**src/assert_macros.svh**
```systemverilog
// Assertion helpers shared by the RTL.
// Each check is clocked on the rising edge and is off while reset is low.
`ifndef ASSERT_MACROS_SVH
`define ASSERT_MACROS_SVH

// Same-cycle implication.
`define ASSERT_IMPL(lbl, clk, rst_n, ante, cons, msg) \
    lbl: assert property (@(posedge clk) disable iff (!rst_n) (ante) |-> (cons)) \
        else $error(msg);

// Next-cycle implication.
`define ASSERT_NEXT(lbl, clk, rst_n, ante, cons, msg) \
    lbl: assert property (@(posedge clk) disable iff (!rst_n) (ante) |=> (cons)) \
        else $error(msg);

`endif

```
**src/tarpu_pkg.sv**
```systemverilog
`timescale 1ns / 1ps

package tarpu_pkg;

    // Table size default
    localparam int TABLE_DEPTH_DEFAULT = 64;

    // Field widths
    localparam int KIND_W    = 3;
    localparam int ID_W      = 8;
    localparam int POS_W     = 16;
    localparam int MT_W      = 16;
    localparam int TIME_W    = 32;
    localparam int SETTLE_W  = 10;
    localparam int STATUS_W  = 3;
    localparam int EIDX_W    = 6;
    localparam int SCOUNT_W  = 7;
    localparam int ACT_W     = ID_W + POS_W + MT_W;

    // Configuration port
    localparam int CFG_IDX_W  = 4;
    localparam int CFG_DATA_W = 10;

    localparam logic [ID_W-1:0]     RESET_ID_INIT = 8'd254;
    localparam logic [SETTLE_W-1:0] SETTLE_INIT   = 10'd50;

    typedef enum logic [CFG_IDX_W-1:0] {
        CFG_RESET_ACTION_ID = 4'd0,
        CFG_SETTLE_MS       = 4'd1
    } t_cfg_reg;

    typedef enum logic [KIND_W-1:0] {
        KIND_TICK   = 3'd0,
        KIND_START  = 3'd1,
        KIND_STOP   = 3'd2,
        KIND_RECORD = 3'd3,
        KIND_PLAY   = 3'd4,
        KIND_CLEAR  = 3'd5
    } t_kind;

    typedef enum logic [STATUS_W-1:0] {
        ST_OK            = 3'd0,
        ST_FULL          = 3'd1,
        ST_BUSY_PLAYING  = 3'd2,
        ST_ALREADY_REC   = 3'd3,
        ST_NOT_REC       = 3'd4,
        ST_BUSY_REC      = 3'd5,
        ST_ALREADY_PLAY  = 3'd6,
        ST_EMPTY         = 3'd7
    } t_status;

    typedef struct packed {
        logic [KIND_W-1:0] kind;
        logic [ID_W-1:0]   servo_id;
        logic [POS_W-1:0]  target_position;
        logic [MT_W-1:0]   move_duration;
    } t_req;

    typedef struct packed {
        t_status              status;
        logic                 emit_valid;
        logic                 emit_is_reset;
        logic [ID_W-1:0]      emit_servo_id;
        logic [POS_W-1:0]     emit_position;
        logic [MT_W-1:0]      emit_move_time;
        logic [EIDX_W-1:0]    emit_index;
        logic [TIME_W-1:0]    move_end_time;
        logic                 recording_now;
        logic                 playing_now;
        logic [SCOUNT_W-1:0]  stored_count;
        logic                 play_done;
    } t_rsp;

    typedef struct packed {
        logic                  valid;
        logic [CFG_IDX_W-1:0]  index;
        logic [CFG_DATA_W-1:0] data;
    } t_cfg_wr;

    // Controller to datapath commands
    typedef struct packed {
        logic fetch;   // latch request, start table reads
        logic commit;  // apply request, load result register
    } t_cmd;

endpackage

```
**src/tarpu_ctrl.sv**
```systemverilog
`timescale 1ns / 1ps

module tarpu_ctrl (
    input  logic            i_clk,
    input  logic            i_rst_n,
    input  logic            i_req_valid,
    output logic            o_req_ready,
    input  logic            i_rsp_ready,
    output logic            o_rsp_valid,
    output tarpu_pkg::t_cmd o_cmd
);

    typedef enum logic [1:0] {
        S_IDLE = 2'b01,
        S_EXEC = 2'b10
    } t_state;

    t_state r_state;
    t_state n_state;
    logic   r_rsp_valid;
    logic   n_rsp_valid;
    logic   w_slot_free;

    // Result register is free when empty or drained this cycle
    assign w_slot_free  = !r_rsp_valid || i_rsp_ready;
    assign o_req_ready  = (r_state == S_IDLE);
    assign o_cmd.fetch  = (r_state == S_IDLE) && i_req_valid;
    assign o_cmd.commit = (r_state == S_EXEC) && w_slot_free;
    assign o_rsp_valid  = r_rsp_valid;

    // Step through fetch and execute
    always_comb begin
        n_state = r_state;
        case (r_state)
            S_IDLE: begin
                if (i_req_valid) n_state = S_EXEC;
            end
            S_EXEC: begin
                if (w_slot_free) n_state = S_IDLE;
            end
            default: n_state = S_IDLE;
        endcase
    end

    // Hold result valid until taken
    always_comb begin
        n_rsp_valid = r_rsp_valid;
        if (o_cmd.commit) begin
            n_rsp_valid = 1'b1;
        end else if (i_rsp_ready) begin
            n_rsp_valid = 1'b0;
        end
    end

    always_ff @(posedge i_clk) begin
        if (!i_rst_n) begin
            r_state     <= S_IDLE;
            r_rsp_valid <= 1'b0;
        end else begin
            r_state     <= n_state;
            r_rsp_valid <= n_rsp_valid;
        end
    end

endmodule

```
**config.mk**
```make
export PLATFORM = sky130hd
export DESIGN_NAME = tarpu_ctrl
export DESIGN_NICKNAME = d
export VERILOG_FILES = /design/src/assert_macros.svh /design/src/tarpu_pkg.sv /design/src/tarpu_ctrl.sv
export SDC_FILE = /design/constraint.sdc
export NUM_CORES = 1
export LEC_CHECK = 0
export BUFFER_PORTS_ARGS = -buffer_cell sky130_fd_sc_hd__buf_2
export CAP_MARGIN = 5
export CORE_AREA = 2 2 39 41
export CTS_CLUSTER_DIAMETER = 120
export DETAILED_ROUTE_END_ITERATION = 12
export DIE_AREA = 0 0 41 43
export GPL_ROUTABILITY_DRIVEN = 0
export PLACE_DENSITY = 0.32
export SLEW_MARGIN = 15
export SYNTH_ARGS = -nofsm -noshare
export SYNTH_HDL_FRONTEND = slang
export SYNTH_SLANG_ARGS = --single-unit
```
**constraint.sdc**
```tcl
create_clock -name i_clk -period 1.1 [get_ports i_clk]
set_input_delay 0.165 -clock i_clk [delete_from_list [all_inputs] [get_ports i_clk]]
set_output_delay 0.165 -clock i_clk [all_outputs]
set_load 0.01 [all_outputs]
```
==> results.md, run 1 <==
* Result of the run: complete, but fails checks
* Violated checks: negative setup slack
* DRC violations left at 0
* Placed cell count at 35
* Area leader, netlist: dfxtp_1
* Die Span Y at 43 um
* Gr ovfl total at 0
* I/O pin count at 8
* CTS Buf Count at 3
* GRT Resource Usage Total at 0.0572
* Dominant cells by area after synthesis: dfxtp_1 45%, and4bb_1 9.3%, nand2b_1 9.3%
* Post-synth EDFFs at 0
* Period utilization at 1.01
* Filler cells at 161
* Pwr Density at 1540 nW/um^2
* Longest Clk Path Bufs at 2
* Fin cells at 41
* CTS root buffer: clkbuf_4
* Area after DPL at 181 um^2
* Static leakage at 0.114 nW
* Critical path required time at 0.94 ns
* DRT iter0 DRCs at 1
* Core Area at 1380 um^2
* Mapped Cells at 13
* Die width at 41 um
* Final setup TNS at -0.00945 ns
* Worst-path fanout max at 4
* Final core area utilization at 0.170
* Avg WL per Cell at 8.88 um
* Top cells by count, synth: 3 x dfxtp_1, 2 x nand2b_1, 2 x nor2b_1
* Post-Syn Area at 134 um^2
* CP peak stage delay at 0.35 ns
* # port buffers at 7
* Total Wirelength at 364 um
* Achievable Freq at 901 MHz
* Initial antenna violation count at 0
* Worst R2R End: r_state[1]$_SDFFE_PN0P_
* Vias in the first global route at 153
* Worst setup SP type: flip-flop
* Unrepaired setup endpoints after global routing: true
* Area grow syn2layout at 75.7%
* Post-route setup slack at -0.00945 ns
* FF-to-FF path depth at 4
* Total die area at 1760 um^2
* Yosys reg bits at 3
* WHS Endpoint: r_state[0]$_SDFFE_PN1P_
* First-pass GRT wire length at 579 um
* Actual slew at the worst max-slew pin at 0.108 ns
* Pre-Repair DR Iteration Count at 2
* Vias at 143
* Clock skew at 0.000657 ns
* Critical path endpoint category: output pin
* Final Hold Viols at 0
* Setup CP Type: reg2out
* Async SR Flop Fraction at 0
* Max_cap viols at 0
* Final setup fails at 1
* Hold Startpoint: i_rst_n
* Largest net degree at the start of global routing at 5
* Clk slew on worst S/H paths at 0.04 ns
* Hold path cells at 2
* Final min period at 1.11 ns
* Rel. slew slack at 0.928
* Inserted Diodes at 0
* CP Data Arrival Time at 0.94 ns
* RR Startpoint: r_state[1]$_SDFFE_PN0P_
* Syn. warnings at 0
* Starting density of the core at 0.0967
* Ys flop type: dfxtp_1
* Max-slew violations at 0
* Top-area cell type share of the netlist area at 0.449
* R2R Setup Slk at 0.03 ns
* Critical path cell sequence: and3b_1 > buf_2
* Final nets at 30
* Layout cells sized above 1 at 0.600
* Syn_area_per_cell at 10.3 um^2
* Sequential share of the synthesized area at 0.449
* Mean number of vias per cell at 3.49
* Netlist cell types at 9
* ANT nets after route at 0
* Syn nets at 17
* Rows at 14
* # H-tree levels at 1
* Clk sink count at 3
* CTS tree: done
* Hold Crit Class: in2reg
* Worst path slowest cell: dfxtp_4
* Clock latency at the later pin of the worst-skew pair at 0.24 ns
* VDD IR max at 561 uV
* Top-count cell post-synth: dfxtp_1
* Final instance area at 235 um^2
worst max-delay path by stage:
stage / from / cells after the start / end
finish: r_state[1]$_SDFFE_PN0P_ / 2 / o_cmd[1]
floorplan: o_rsp_valid$_SDFFE_PN0P_ / 3 / o_cmd[0]
global placement: r_state[1]$_SDFFE_PN0P_ / 2 / o_cmd[1]
CTS: r_state[1]$_SDFFE_PN0P_ / 2 / o_cmd[1]
detailed placement: r_state[0]$_SDFFE_PN1P_ / 3 / o_cmd[0]
global route: r_state[0]$_SDFFE_PN1P_ / 3 / o_cmd[0]
repair_timing:
| item | 4_1_cts | 5_1_grt |
|---|---|---|
| setup endpoints to repair | 2 | 2 |
| buffers inserted | 1 | 1 |
| hold buffers | 0 | 0 |
| gates resized for setup | 3 | 1 |
flip-flops by register name, indices dropped and copies added (netlist names):
| register | count |
|---|---|
| o_rsp_valid | 1 |
| r_state | 2 |
through the flow:
stage	power, W	hold slack [ns]	setup slack, ns
global placement	0.000153	0.379	0.232
floorplan	0.000138	0.245	0.244
global route	0.000391	0.125	-0.0479
finish	0.000362	0.120	-0.00945
CTS	0.000371	0.109	-0.00527
detailed placement	0.000153	0.370	0.231
area by class of cell:
type | count | area, um^2 | area share
Sequential cell | 3 | 65.1 | 0.277
Timing Repair Buffer | 9 | 50.0 | 0.213
Multi-Input combinational cell | 9 | 73.8 | 0.314
Clock buffer | 4 | 26.3 | 0.112
Tap cell | 16 | 20.0 | 0.0851
cells by family (layout without fill, tap and decap cells):
logic type,Yosys count,count (layout),share of synthesized area
flops,3,3,0.449
compound gates,3,3,0.150
buf+inv,1,13,0.0561
simple gates,6,6,0.346
placed cells by master (no fill, tap or decap):
cell and instances:
dfxtp_4 1, nand2b_4 1, clkbuf_4 3, clkbuf_1 1
nor2b_1 2, dfxtp_2 1, and4bb_1 1, buf_4 2
o21a_1 1, o21ai_1 1, a21boi_1 1, and3b_1 1
nand2b_1 1, buf_2 7, dfxtp_1 1
report_power, final:
part           internal [W]  switching (W)
Sequential         0.000114     0.00000548
Clock              0.000136      0.0000631
Combinational     0.0000269      0.0000158
Total              0.000278      0.0000844
worst max-delay path: cells and delay by family, from the launching register on:
kind,cells,cell delay (ns)
flip-flops,1,0.35
buffers and inverters,1,0.14
AND/OR/NAND/NOR,1,0.22
per-layer routing:
layer	GRT usage	vias to the layer above	wire length, um	part of all wire
met2	0.0594	10	131	0.36
met1	0.0545	65	162	0.45
met4	0.0400	0	0	0
met3	0.0785	0	70	0.19
li1	-	68	-	-
met5	0	-	0	0
No activity file was read; power rests on OpenSTA's default activity.
==> inputs of run 2 (changes only) <==
--- a/config.mk
+++ b/config.mk
@@ -13,6 +13,7 @@
 export DIE_AREA = 0 0 41 43
 export GPL_ROUTABILITY_DRIVEN = 0
 export PLACE_DENSITY = 0.32
+export SKIP_CTS_REPAIR_TIMING = 1
 export SLEW_MARGIN = 15
 export SYNTH_ARGS = -nofsm -noshare
 export SYNTH_HDL_FRONTEND = slang
==> results.md, run 2 (same netlist as run 1, synthesis figures left out) <==
* R2R Setup Slk at 0.11 ns (was 0.03 ns)
* Violated checks: negative setup slack (unchanged)
* Achievable Freq at 898 MHz (was 901 MHz)
* Starting density of the core at 0.0967 (unchanged)
* Critical path required time at 0.94 ns (about the same)
* Beginning of the critical path: r_state[1]$_SDFFE_PN0P_ (unchanged)
* Met3 wire length at 70 um (unchanged)
* Post-route setup slack at -0.0131 ns (was -0.00945 ns)
* Placed cell count at 35 (unchanged)
* Most frequent cells in the layout: 6 x buf_2, 3 x clkbuf_4, 2 x nor2b_1 (was 7 x buf_2, 3 x clkbuf_4, 2 x nor2b_1, 2 x buf_4)
* Clk slew on worst S/H paths at 0.04 ns (about the same)
* Top Layer Used: met3 (unchanged)
* Seq pwr share at 0.332 (was 0.331)
* Max-slew violations at 0 (unchanged)
* Period utilization at 1.01 (about the same)
* ANT nets after route at 0 (unchanged)
* Avg WL per Cell at 9.05 um (was 8.88 um)
* Unrepaired setup endpoints after global routing: true (unchanged)
* Actual slew at the worst max-slew pin at 0.110 ns (was 0.108 ns)
* Longest Clk Path Bufs at 2 (unchanged)
* Rows at 14 (unchanged)
* CTS Buf Count at 3 (unchanged)
* DR WL met2 at 130 um (was 131 um)
* Total die area at 1760 um^2 (unchanged)
* Die width at 41 um (unchanged)
* FF-to-FF path depth at 3 (was 4)
* Vias in the first global route at 144 (was 153)
* Result of the run: complete, but fails checks (unchanged)
* CTS root buffer: clkbuf_4 (unchanged)
* Pre-Repair DR Iteration Count at 1 (was 2)
* Sw Pwr at 0.0000834 W (was 0.0000844 W)
* Commonest non-fill, non-tap cell in the layout: buf_2 (unchanged)
* Area after DPL at 181 um^2 (unchanged)
* Core Area at 1380 um^2 (unchanged)
* Final min period at 1.11 ns (about the same)
* Logic pwr share at 0.119 (was 0.118)
* Inserted Diodes at 0 (unchanged)
* Pwr Density at 1540 nW/um^2 (about the same)
* WL met1 at 160 um (was 162 um)
* Clock network fraction of total power at 0.549 (was 0.551)
* Max_cap viols at 0 (unchanged)
* WP depth at 2 (unchanged)
* Mean number of vias per cell at 3.43 (was 3.49)
* Final nets at 29 (was 30)
* Static leakage at 0.110 nW (was 0.114 nW)
* Max reg flops at 2 (unchanged)
* DRT iter0 DRCs at 0 (was 1)
* Top reg by flops: r_state (unchanged)
* Power Internal at 0.000278 W (about the same)
* Initial antenna violation count at 0 (unchanged)
* Gr ovfl total at 0 (unchanged)
* Clk sink count at 3 (unchanged)
* I/O pin count at 8 (unchanged)
* Sw frac at 0.231 (was 0.233)
* Critical path endpoint category: output pin (unchanged)
* # H-tree levels at 1 (unchanged)
* Layout cells sized above 1 at 0.625 (was 0.600)
* # port buffers at 7 (unchanged)
* CP Data Arrival Time at 0.95 ns (was 0.94 ns)
* Setup CP Type: reg2out (unchanged)
* Final Hold Viols at 0 (unchanged)
* Final instance area at 235 um^2 (unchanged)
* Hold Crit Class: in2reg (unchanged)
* Hold Startpoint: i_rst_n (unchanged)
* GRT Resource Usage Total at 0.0552 (was 0.0572)
* DRC violations left at 0 (unchanged)
* Worst-path fanout max at 4 (unchanged)
* Clock latency at the later pin of the worst-skew pair at 0.24 ns (about the same)
* Largest net degree at the start of global routing at 5 (unchanged)
* Clock skew at 0.000978 ns (was 0.000657 ns)
* RR Startpoint: r_state[1]$_SDFFE_PN0P_ (unchanged)
* Vias at 137 (was 143)
* Filler cells at 159 (was 161)
* Worst R2R End: r_state[1]$_SDFFE_PN0P_ (unchanged)
* Rel. slew slack at 0.926 (was 0.928)
* Final setup fails at 1 (unchanged)
* First-pass GRT wire length at 552 um (was 579 um)
* Bufs and invs on worst path at 1 (unchanged)
* Area grow syn2layout at 75.7% (unchanged)
* CP top delay family: flip-flops (unchanged)
* CP peak stage delay at 0.35 ns (about the same)
* Die Span Y at 43 um (unchanged)
* Critical Path End: o_cmd[1] (unchanged)
* Fin cells at 40 (was 41)
* Total Wirelength at 362 um (was 364 um)
* Critical path cell sequence: and3b_2 > buf_6 (was and3b_1 > buf_2)
* CTS tree: done (unchanged)
* Worst setup SP type: flip-flop (unchanged)
* Worst path slowest cell: dfxtp_4 (unchanged)
* VDD IR max at 558 uV (was 561 uV)
* Design Power at 0.000362 W (about the same)
[run 2: worst reg2reg max path, stage by stage, from the launching register on]
cell	delay, ns
dfxtp_4	0.36
and3b_2	0.23
buf_4	0.13
o21a_1	0.17
[run 2: worst min-delay path by stage]
stage | cells after the start | to | slack (ns)
3_3_place_gp | 2 | r_state[0]$_SDFFE_PN1P_ | 0.38
5_1_grt | 2 | r_state[0]$_SDFFE_PN1P_ | 0.13
2_1_floorplan | 1 | r_state[0]$_SDFFE_PN1P_ | 0.24
4_1_cts | 2 | r_state[0]$_SDFFE_PN1P_ | 0.12
3_5_place_dp | 2 | r_state[0]$_SDFFE_PN1P_ | 0.37
6_report | 2 | r_state[0]$_SDFFE_PN1P_ | 0.12
[run 2: area by class of cell]
| type | instances | area (um^2) | area share |
|---|---|---|---|
| Clock buffer | 4 | 26.3 | 0.112 |
| Tap cell | 16 | 20.0 | 0.0851 |
| Timing Repair Buffer | 8 | 48.8 | 0.207 |
| Multi-Input combinational cell | 9 | 75.1 | 0.319 |
| Sequential cell | 3 | 65.1 | 0.277 |
[run 2: through the flow]
stage / setup slack (ns) / hold slack [ns] / util / setup TNS, ns
finish: -0.0131 / 0.124 / 0.170 / -0.0131
CTS: -0.0262 / 0.117 / 0.150 / -0.0497
global route: -0.0514 / 0.128 / 0.170 / -0.102
detailed placement: 0.231 / 0.370 / 0.131 / 0
floorplan: 0.244 / 0.245 / - / 0
global placement: 0.232 / 0.379 / 0.131 / 0
[run 2: layer usage]
layer / global-route usage / vias to the layer above
met5: 0 / -
met4: 0.0400 / 0
met3: 0.0785 / 0
met2: 0.0531 / 10
met1: 0.0545 / 61
li1: - / 66
[run 2: power groups by stage]
stage	Combinational [W]	Clock (W)	Sequential (W)
after floorplan	0.0000183	0	0.000120
after global placement	0.0000322	0	0.000120
after detailed placement	0.0000321	0	0.000120
after CTS	0.0000324	0.000211	0.000119
after global routing	0.0000468	0.000226	0.000121
final	0.0000430	0.000199	0.000120
==> inputs of run 3 (changes only) <==
--- a/config.mk
+++ b/config.mk
@@ -8,6 +8,7 @@
 export BUFFER_PORTS_ARGS = -buffer_cell sky130_fd_sc_hd__buf_2
 export CAP_MARGIN = 5
 export CORE_AREA = 2 2 39 41
+export CTS_BUF_LIST = sky130_fd_sc_hd__clkbuf_8
 export CTS_CLUSTER_DIAMETER = 120
 export DETAILED_ROUTE_END_ITERATION = 12
 export DIE_AREA = 0 0 41 43
==> results.md, run 3 (same netlist as run 1, synthesis figures left out) <==
* Result of the run: complete, no violations (was complete, but fails checks)
* Unrepaired setup endpoints after global routing: true (unchanged)
* Achievable Freq at 919 MHz (was 898 MHz)
* Starting density of the core at 0.0967 (unchanged)
* Pre-Repair DR Iteration Count at 4 (was 1)
* Die width at 41 um (unchanged)
* Max-slew violations at 0 (unchanged)
* Clk slew on worst S/H paths at 0.03 ns (was 0.04 ns)
* I/O pin count at 8 (unchanged)
* Largest net degree at the start of global routing at 5 (unchanged)
* First-pass GRT wire length at 565 um (was 552 um)
* Fin cells at 40 (unchanged)
* Worst path slowest cell: dfxtp_4 (unchanged)
* Placed cell count at 35 (unchanged)
* Total Wirelength at 367 um (was 362 um)
* Avg WL per Cell at 9.18 um (was 9.05 um)
* Top reg by flops: r_state (unchanged)
* Rows at 14 (unchanged)
* CTS tree: done (unchanged)
* R2R Setup Slk at 0.11 ns (about the same)
* Critical path required time at 0.94 ns (about the same)
* Clock skew at 0.00213 ns (was 0.000978 ns)
* Die Span Y at 43 um (unchanged)
* Final nets at 29 (unchanged)
* CP peak stage delay at 0.35 ns (about the same)
* VDD IR max at 735 uV (was 558 uV)
* ANT nets after route at 0 (unchanged)
* Layout cells sized above 1 at 0.625 (unchanged)
* Core Area at 1380 um^2 (unchanged)
* Total die area at 1760 um^2 (unchanged)
* DRT iter0 DRCs at 1 (was 0)
* Initial antenna violation count at 0 (unchanged)
* # port buffers at 7 (unchanged)
* Final core area utilization at 0.184 (was 0.170)
* Mean number of vias per cell at 3.45 (was 3.43)
* Critical path endpoint category: output pin (unchanged)
* GRT Resource Usage Total at 0.0562 (was 0.0552)
* CTS root buffer: clkbuf_8 (was clkbuf_4)
* Commonest non-fill, non-tap cell in the layout: buf_2 (unchanged)
* Max_cap viols at 0 (unchanged)
* CP Data Arrival Time at 0.92 ns (was 0.95 ns)
* Final setup fails at 0 (was 1)
* Clock latency at the later pin of the worst-skew pair at 0.21 ns (was 0.24 ns)
* CTS Buf Count at 3 (unchanged)
* DRC violations left at 0 (unchanged)
* Rel. slew slack at 0.928 (was 0.926)
* Gr ovfl total at 0 (unchanged)
* Actual slew at the worst max-slew pin at 0.108 ns (was 0.110 ns)
* Pwr Density at 1860 nW/um^2 (was 1540 nW/um^2)
* Final min period at 1.09 ns (was 1.11 ns)
* Hold Slack at 0.148 ns (was 0.124 ns)
* Setup CP Type: reg2out (unchanged)
* # H-tree levels at 1 (unchanged)
* Most frequent cells in the layout: 6 x buf_2, 3 x clkbuf_8, 2 x nor2b_1 (was 6 x buf_2, 3 x clkbuf_4, 2 x nor2b_1)
* Final Hold Viols at 0 (unchanged)
* Longest Clk Path Bufs at 2 (unchanged)
* Critical path cell sequence: and3b_2 > buf_6 (unchanged)
* Clk sink count at 3 (unchanged)
* Post-route setup slack at 0.0116 ns (was -0.0131 ns)
* Worst setup SP type: flip-flop (unchanged)
* Area grow syn2layout at 89.7% (was 75.7%)
* Max reg flops at 2 (unchanged)
* Static leakage at 0.122 nW (was 0.110 nW)
* Vias at 138 (was 137)
* Vias in the first global route at 147 (was 144)
* Hold Crit Class: in2reg (unchanged)
* Setup WS pre-CTS at 0.231 ns (unchanged)
* Period utilization at 0.989 (was 1.01)
* Inserted Diodes at 0 (unchanged)
* Worst-path fanout max at 4 (unchanged)
run 3: worst paths after layout:
path              cells after the start                      from                       end
hold reg to reg                       2  o_rsp_valid$_SDFFE_PN0P_  o_rsp_valid$_SDFFE_PN0P_
setup reg to reg                      3   r_state[1]$_SDFFE_PN0P_   r_state[1]$_SDFFE_PN0P_
hold / removal                        2                   i_rst_n   r_state[0]$_SDFFE_PN1P_
setup / recovery                      2   r_state[1]$_SDFFE_PN0P_                  o_cmd[1]
run 3: metrics by stage:
stage / TNS (ns) / instance area [um^2] / power (W)
floorplan: 0 / 134 / 0.000138
global placement: 0 / 181 / 0.000153
detailed placement: 0 / 181 / 0.000153
CTS: 0 / 226 / 0.000476
global route: -0.0421 / 254 / 0.000512
finish: 0 / 254 / 0.000473
run 3: where the power goes:
group / total, W / switching [W] / internal (W) / leakage, nW
combinational: 0.0000434 / 0.0000159 / 0.0000275 / 0.0704
clock: 0.000309 / 0.0000718 / 0.000237 / 0.0269
sequential: 0.000120 / 0.00000539 / 0.000115 / 0.0250
total: 0.000473 / 0.0000931 / 0.000380 / 0.122
run 3: worst max-delay path: cells and delay by family, from the launching register on:
kind	cells	cell delay [ns]
buffers and inverters	1	0.11
flip-flops	1	0.35
AND/OR/NAND/NOR	1	0.26
run 3: layout make-up:
type | count | area [um^2]
clock inverters | 1 | 3.75
clock buffers | 3 | 41.3
flip-flops and latches | 3 | 65.1
fillers | 159 | 1130
well taps | 16 | 20.0
repair buffers | 8 | 48.8
multi-input cells | 9 | 75.1
run 3: routing by layer:
metal  up-vias  GRT usage  routed length (um)
li1         66          -                   -
met1        65     0.0577                 181
met2         7     0.0531                 143
met3         0     0.0785                  42
met4         0     0.0400                   0
met5         -          0                   0
